--- src/design/rgbpf_pkg.sv ---
// types, register codes and constants shared by the rgb pwm flicker ramp block
`default_nettype none
package rgbpf_pkg;

	// ramp phases
	typedef enum logic [1:0] {
		PH_SLOW_RISE = 2'd0,
		PH_SLOW_FALL = 2'd1,
		PH_FAST_RISE = 2'd2,
		PH_FAST_FALL = 2'd3
	} phase_t;

	// configuration register indexes
	localparam logic [1:0] CFG_RED_GAIN   = 2'd0;
	localparam logic [1:0] CFG_GREEN_GAIN = 2'd1;
	localparam logic [1:0] CFG_BLUE_GAIN  = 2'd2;
	localparam logic [1:0] CFG_FULL_COUNT = 2'd3;

	// configuration reset values
	localparam logic [8:0] RED_GAIN_RST   = 9'd128;
	localparam logic [8:0] GREEN_GAIN_RST = 9'd128;
	localparam logic [8:0] BLUE_GAIN_RST  = 9'd256;
	localparam logic [7:0] FULL_COUNT_RST = 8'd100;

	// ramp limits
	localparam logic [7:0] FAST_PEAK  = 8'd18;
	localparam logic [7:0] RAMP_FLOOR = 8'd6;

	// input transaction
	typedef struct packed {
		logic tick_fine;
		logic tick_fast;
		logic tick_slow;
	} in_t;

	// result transaction
	typedef struct packed {
		logic       red_on;
		logic       green_on;
		logic       blue_on;
		logic [7:0] brightness;
		logic [1:0] phase;
	} out_t;

	// configuration registers as seen by the datapath
	typedef struct packed {
		logic [8:0] red_gain;
		logic [8:0] green_gain;
		logic [8:0] blue_gain;
		logic [7:0] full_count;
	} cfg_t;

	// block state carried from tick to tick
	typedef struct packed {
		logic [7:0] pwm_count;
		logic [7:0] level;
		phase_t     phase;
		logic [2:0] led;
	} state_t;

endpackage
`default_nettype wire

--- src/design/rgbpf_step.sv ---
// next-state logic for one tick: led compare, pwm counter and brightness ramp
`default_nettype none
module rgbpf_step (
	input  wire rgbpf_pkg::in_t    tick,
	input  wire rgbpf_pkg::cfg_t   cfg,
	input  wire rgbpf_pkg::state_t cur,
	output rgbpf_pkg::state_t      nxt
);

	logic [16:0] red_prod, green_prod, blue_prod;
	logic [7:0]  lvl_a, lvl_b;
	rgbpf_pkg::phase_t ph_a, ph_b;

	// colour levels from current brightness, full width kept
	assign red_prod   = {8'd0, cfg.red_gain}   * {9'd0, cur.level};
	assign green_prod = {8'd0, cfg.green_gain} * {9'd0, cur.level};
	assign blue_prod  = {8'd0, cfg.blue_gain}  * {9'd0, cur.level};

	// fine event: led drive and pwm counter; ramp result gathered here too
	always_comb begin
		nxt.led       = cur.led;
		nxt.pwm_count = cur.pwm_count;
		if (tick.tick_fine) begin
			nxt.led[0] = {1'b0, cur.pwm_count} < red_prod[16:8];
			nxt.led[1] = {1'b0, cur.pwm_count} < green_prod[16:8];
			nxt.led[2] = {1'b0, cur.pwm_count} < blue_prod[16:8];
			if (cur.pwm_count > cfg.full_count) begin
				nxt.pwm_count = 8'd0;
			end else begin
				nxt.pwm_count = cur.pwm_count + 8'd1;
			end
		end
		nxt.level = lvl_b;
		nxt.phase = ph_b;
	end

	// fast event: rise to the fast peak, then fall to the floor
	always_comb begin
		lvl_a = cur.level;
		ph_a  = cur.phase;
		if (tick.tick_fast) begin
			if (ph_a == rgbpf_pkg::PH_FAST_RISE) begin
				if (lvl_a < rgbpf_pkg::FAST_PEAK) begin
					lvl_a = lvl_a + 8'd1;
				end else begin
					ph_a = rgbpf_pkg::PH_FAST_FALL;
				end
			end
			if (ph_a == rgbpf_pkg::PH_FAST_FALL) begin
				if (lvl_a > rgbpf_pkg::RAMP_FLOOR) begin
					lvl_a = lvl_a - 8'd1;
				end else begin
					ph_a = rgbpf_pkg::PH_SLOW_RISE;
				end
			end
		end
	end

	// slow event: rise to full_count, then fall to the floor
	always_comb begin
		lvl_b = lvl_a;
		ph_b  = ph_a;
		if (tick.tick_slow) begin
			if (ph_b == rgbpf_pkg::PH_SLOW_RISE) begin
				if (lvl_b < cfg.full_count) begin
					lvl_b = lvl_b + 8'd1;
				end else begin
					ph_b = rgbpf_pkg::PH_SLOW_FALL;
				end
			end
			if (ph_b == rgbpf_pkg::PH_SLOW_FALL) begin
				if (lvl_b > rgbpf_pkg::RAMP_FLOOR) begin
					lvl_b = lvl_b - 8'd1;
				end else begin
					ph_b = rgbpf_pkg::PH_FAST_RISE;
				end
			end
		end
	end

endmodule
`default_nettype wire

--- src/design/rgb_pwm_flicker_ramp_core.sv ---
// rgb pwm flicker ramp: input register, one-pass tick logic, result register
// a tick is held in the input register, passes through the tick logic and is captured in the result register
// throughput: one tick per cycle while the output is not stalled
// stall on the output backs up through the input register, which then raises in_stall
// reset: pwm counter, brightness and led drive at zero, ramp in slow rise,
// configuration registers at their documented defaults, both stages empty
`default_nettype none
module rgb_pwm_flicker_ramp_core (
	input  wire                  clk,
	input  wire                  arst_n,
	// tick channel
	input  wire                  in_valid,
	output logic                 in_stall,
	input  wire rgbpf_pkg::in_t  in_data,
	// result channel
	output logic                 out_valid,
	input  wire                  out_stall,
	output rgbpf_pkg::out_t      out_data,
	// configuration write channel
	input  wire                  cfg_valid,
	output logic                 cfg_ready,
	input  wire [1:0]            cfg_index,
	input  wire [8:0]            cfg_data
);

	logic              valid_s1;
	rgbpf_pkg::in_t    tick_s1;
	logic              out_valid_q;
	rgbpf_pkg::out_t   out_q;
	rgbpf_pkg::cfg_t   cfg_q;
	rgbpf_pkg::state_t state_q;
	rgbpf_pkg::state_t state_nxt;
	logic              advance;

	// configuration writes are always taken
	assign cfg_ready = 1'b1;

	always_ff @(posedge clk or negedge arst_n) begin
		if (!arst_n) begin
			cfg_q.red_gain   <= rgbpf_pkg::RED_GAIN_RST;
			cfg_q.green_gain <= rgbpf_pkg::GREEN_GAIN_RST;
			cfg_q.blue_gain  <= rgbpf_pkg::BLUE_GAIN_RST;
			cfg_q.full_count <= rgbpf_pkg::FULL_COUNT_RST;
		end else if (cfg_valid) begin
			case (cfg_index)
				rgbpf_pkg::CFG_RED_GAIN:   cfg_q.red_gain   <= cfg_data;
				rgbpf_pkg::CFG_GREEN_GAIN: cfg_q.green_gain <= cfg_data;
				rgbpf_pkg::CFG_BLUE_GAIN:  cfg_q.blue_gain  <= cfg_data;
				rgbpf_pkg::CFG_FULL_COUNT: cfg_q.full_count <= cfg_data[7:0];
				default: begin
				end
			endcase
		end
	end

	// stage 1 moves on when the result register is free or being emptied
	assign advance  = valid_s1 && (!out_valid_q || !out_stall);
	assign in_stall = valid_s1 && !advance;

	// input register
	always_ff @(posedge clk or negedge arst_n) begin
		if (!arst_n) begin
			valid_s1 <= 1'b0;
		end else if (!in_stall) begin
			valid_s1 <= in_valid;
		end
	end

	always_ff @(posedge clk) begin
		if (!in_stall && in_valid) begin
			tick_s1 <= in_data;
		end
	end

	// tick logic
	rgbpf_step u_step (
		.tick (tick_s1),
		.cfg  (cfg_q),
		.cur  (state_q),
		.nxt  (state_nxt)
	);

	// block state, updated once per transaction
	always_ff @(posedge clk or negedge arst_n) begin
		if (!arst_n) begin
			state_q.pwm_count <= 8'd0;
			state_q.level     <= 8'd0;
			state_q.phase     <= rgbpf_pkg::PH_SLOW_RISE;
			state_q.led       <= 3'd0;
		end else if (advance) begin
			state_q <= state_nxt;
		end
	end

	// result register
	always_ff @(posedge clk or negedge arst_n) begin
		if (!arst_n) begin
			out_valid_q <= 1'b0;
		end else if (advance) begin
			out_valid_q <= 1'b1;
		end else if (!out_stall) begin
			out_valid_q <= 1'b0;
		end
	end

	always_ff @(posedge clk) begin
		if (advance) begin
			out_q.red_on     <= state_nxt.led[0];
			out_q.green_on   <= state_nxt.led[1];
			out_q.blue_on    <= state_nxt.led[2];
			out_q.brightness <= state_nxt.level;
			out_q.phase      <= state_nxt.phase;
		end
	end

	assign out_valid = out_valid_q;
	assign out_data  = out_q;

endmodule
`default_nettype wire
--- config.mk ---
export PLATFORM = sky130hd
export DESIGN_NAME = rgb_pwm_flicker_ramp_core
export DESIGN_NICKNAME = d
export VERILOG_FILES = /design/src/design/rgbpf_pkg.sv /design/src/design/rgbpf_step.sv /design/src/design/rgb_pwm_flicker_ramp_core.sv
export SDC_FILE = /design/constraint.sdc
export NUM_CORES = 1
export LEC_CHECK = 0
export BUFFER_PORTS_ARGS = -buffer_cell sky130_fd_sc_hd__clkbuf_2
export CAP_MARGIN = 20
export CORE_MARGIN = 3
export CORE_UTILIZATION = 55
export CTS_BUF_LIST = sky130_fd_sc_hd__clkbuf_16
export DETAILED_ROUTE_END_ITERATION = 16
export GPL_ROUTABILITY_DRIVEN = 0
export PLACE_DENSITY = 0.73
export SLEW_MARGIN = 10
export SYNTH_ARGS = -nofsm -noshare
export SYNTH_HDL_FRONTEND = slang
export SYNTH_SLANG_ARGS = --single-unit
--- constraint.sdc ---
create_clock -name clk -period 6.2 [get_ports clk]
set_input_delay 0.31 -clock clk [delete_from_list [all_inputs] [get_ports clk]]
set_output_delay 0.31 -clock clk [all_outputs]
set_load 0.005 [all_outputs]
==> impl_metrics.py <==
metrics = {
    "status": {
        "status": "complete, no violations",
    },
    "global_routing": {
        "grt_max_degree": 59,
        "grt_pass1_wl_mm": 45.51,
        "grt_util_all_layers_pct": 25.43,
        "grtUsageMet3_pct": 4.467,
        "overflow": 0,
        "grt_antenna_before_repair": 0,
        "grt_pass1_vias": 8975,
        "met1_usage_pct": 36.18,
        "use_met2_pct": 41.10,
        "top_usage_layer": "met2",
    },
    "route": {
        "first_iter_violations": 557,
        "antenna_left": 0,
        "firstDrtPassIters": 5,
        "viasPerCell": 5.706,
        "totalWireLength_mm": 26.54,
        "num_vias": 8685,
        "wire_per_inst_um": 17.44,
        "drc_errors": 0,
    },
    "critical_path": {
        "path_buf_inv": 1,
        "path_class": "flop to flop",
        "worstSetupEndpointType": "flop",
        "critical_path.top_delay_family": "simple AND/OR/NAND/NOR gates",
        "critPathMaxStageDelay_ns": 0.51,
        "worstPathRequired_ns": 6.43,
        "cp_max_fo": 5,
        "cp_cell_sequence": "o31ai_4 -> and3_1 -> xnor2_1 -> ha_1 -> nand3b_1 -> mux2i_4 -> nor3_2 -> o41ai_4 -> ha_1 -> nand4_1 -> a21oi_1 -> or3_4 -> or4_4 -> o41ai_4 -> o21a_1 -> nor2_1 -> xor2_1 -> ha_2 -> nor3_2 -> a211oi_4 -> buf_4 -> nand3_2 -> o21a_1 -> mux2_2",
        "arrival_ns": 6.09,
        "cp-start-kind": "flop",
        "cpMaxStageDelayCell": "or4_4",
    },
    "clock_network": {
        "numCtsBuffers": 9,
        "clkSlewWorstSetupHoldPaths_ns": 0.06,
        "cts_hold_buf": 0,
        "cts_buffer_depth": 2,
        "cts_tree": "built",
        "htreeDepth": 3,
        "cts_num_sinks": 74,
        "clkLatencyLatePin_ns": 0.35,
        "root_buffer": "clkbuf_16",
    },
    "floorplan": {
        "coreArea_um2": 19780,
        "die_area_um2": 22160,
        "die_height_um": 148.9,
        "die_w_um": 148.9,
        "rows": 51,
        "start_util_pct": 56.75,
        "io_pins": 35,
    },
    "logic_synthesis": {
        "post_synth.cell_area_avg_um2": 9.179,
        "synthFlopType": "dfrtp_1",
        "synth_warnings": 0,
        "ys_ff_latch": 74,
        "syn_inst": 1223,
        "yosysTopAreaCell": "fa_1",
        "yosysUniqueCellTypes": 81,
        "syn_area_um2": 11230,
        "synth_edf_count": 16,
        "syn-num-nets": 1510,
        "synth_area_leaders": "fa_1 22%, ha_1 16%, dfrtp_1 12%, and2_1 5.8%, inv_1 5.5%",
        "yosysTopAreaCellShare_pct": 21.93,
        "synth-async-reset-ratio_pct": 78.38,
        "synth-seq-area-share_pct": 17.28,
    },
    "finish": {
        "multi_input_area_um2": 8558,
        "nets": 1539,
        "seq_area_um2": 1941,
        "drive_gt1_share_pct": 14.32,
        "num_antenna_cells": 0,
        "fillers": 1694,
        "syn_to_final_growth_pct": 9.106,
        "final_util_pct": 61.92,
    },
    "sta": {
        "max_clock_freq_mhz": 170.8,
        "tightestPinTransition_ns": 0.9334,
        "drv_slew": 0,
        "setup_tns_ns": 0,
        "setup_viol": 0,
        "period_share_pct": 94.43,
        "relSlewSlack_pct": 37.35,
        "hold_viol": 0,
        "finalClockSkew_ns": 0.008653,
        "layout_min_cycle_time_ns": 5.855,
    },
    "flow_run": {
        "maxCapViolations": 0,
    },
    "placed_design": {
        "port_buffers": 33,
        "hpwl_mm": 19.92,
    },
    "worst_hold_path": {
        "hp-class": "primary input to asynchronous set/reset pin",
    },
}
-- logic make-up after synthesis --
group | count (synthesis) | synth area share (%)
adders and majority gates | 268 | 38.10
buffers and inverters | 219 | 7.568
muxes | 48 | 4.793
and+or+nand+nor | 432 | 19.90
other | 1 | 0.03341
xor gates and xnor gates | 35 | 2.731
AOI/OAI and AO/OA | 146 | 9.608
DFF | 74 | 17.28
-- Yosys cell counts, types with 23 or more instances --
master    instances
and2_1          104
clkbuf_1         35
dfrtp_1          52
fa_1            123
ha_1            145
inv_1           165
mux2_2           40
nand2_1         150
nor2_1           51
nor3_1           23
o21ai_0          26
xnor2_1          23
-- metrics by stage --
step	cell area (µm²)	hold WS [ns]	cells	worst slack (ns)
floorplan	11250	0.01441	1223	0.01552
global placement	11790	0.4872	1500	0.3039
detailed placement	11790	0.4895	1500	0.1703
CTS	12090	0.1259	1516	0.1179
global route	12250	0.1316	1522	-0.01325
finish	12250	0.1256	1522	0.3454
-- flip-flops by register name (all words and copies together), names as in the netlist --
register and count:
state_q 21, valid_s1 1, tick_s1 3, out_data 13, out_valid 1, cfg_q 35
-- path summary, 6_finish.rpt --
check,slack (ns),from,depth (start not counted),end
worst min-delay path,0.13,arst_n,2,state_q[20]
worst max-delay path,0.35,state_q[8],24,state_q[3]
max in group asynchronous,5.51,arst_n,2,state_q[9]
min in group clk,0.14,in_data[0],1,tick_s1[0]
worst min register to register,0.51,cfg_q[3],1,cfg_q[3]
worst max register to register,0.35,state_q[8],24,state_q[3]
-- final cells by class --
type                            instances  share of cell area [%]
Multi-Input combinational cell        930                   69.87
Sequential cell                        74                   15.84
Inverter                              167                   5.118
Timing Repair Buffer                   70                   3.943
Tap cell                              265                   2.707
Clock buffer                            9                   1.839
Clock inverter                          7                  0.6742
-- layer usage --
layer,vias to the layer above,part of all wire [%]
li1,4110,-
met1,4285,46
met2,261,47
met3,29,6.1
met4,0,1.3
met5,-,0
-- what timing repair did --
action	4_1_cts	5_1_grt
endpoints found under the setup margin	0	25
gates resized for setup	0	24
buffers inserted	0	6
-- cells in the final DEF (no fill, tap or decap), types with 4 or more instances in the layout --
| cell | n |
|---|---|
| a21o_1 | 17 |
| a21oi_1 | 17 |
| a222oi_1 | 4 |
| a31oi_1 | 9 |
| and2_1 | 104 |
| and3_1 | 7 |
| buf_4 | 32 |
| clkbuf_16 | 9 |
| clkbuf_2 | 33 |
| dfrtp_1 | 51 |
| dfstp_2 | 6 |
| edfxtp_1 | 16 |
| fa_1 | 123 |
| ha_1 | 144 |
| inv_1 | 165 |
| mux2_2 | 40 |
| mux2i_1 | 5 |
| nand2_1 | 150 |
| nand2b_1 | 13 |
| nand3_1 | 21 |
| nand4_1 | 13 |
| nor2_1 | 51 |
| nor2b_1 | 6 |
| nor3_1 | 22 |
| o211ai_1 | 5 |
| o21a_1 | 13 |
| o21ai_0 | 23 |
| o21ai_1 | 9 |
| or2_2 | 7 |
| or3_1 | 5 |
| xnor2_1 | 22 |
| xor2_1 | 12 |
Power is not shown: default switching activity piles up to over one toggle a cycle in this logic, so the estimate is an artifact.
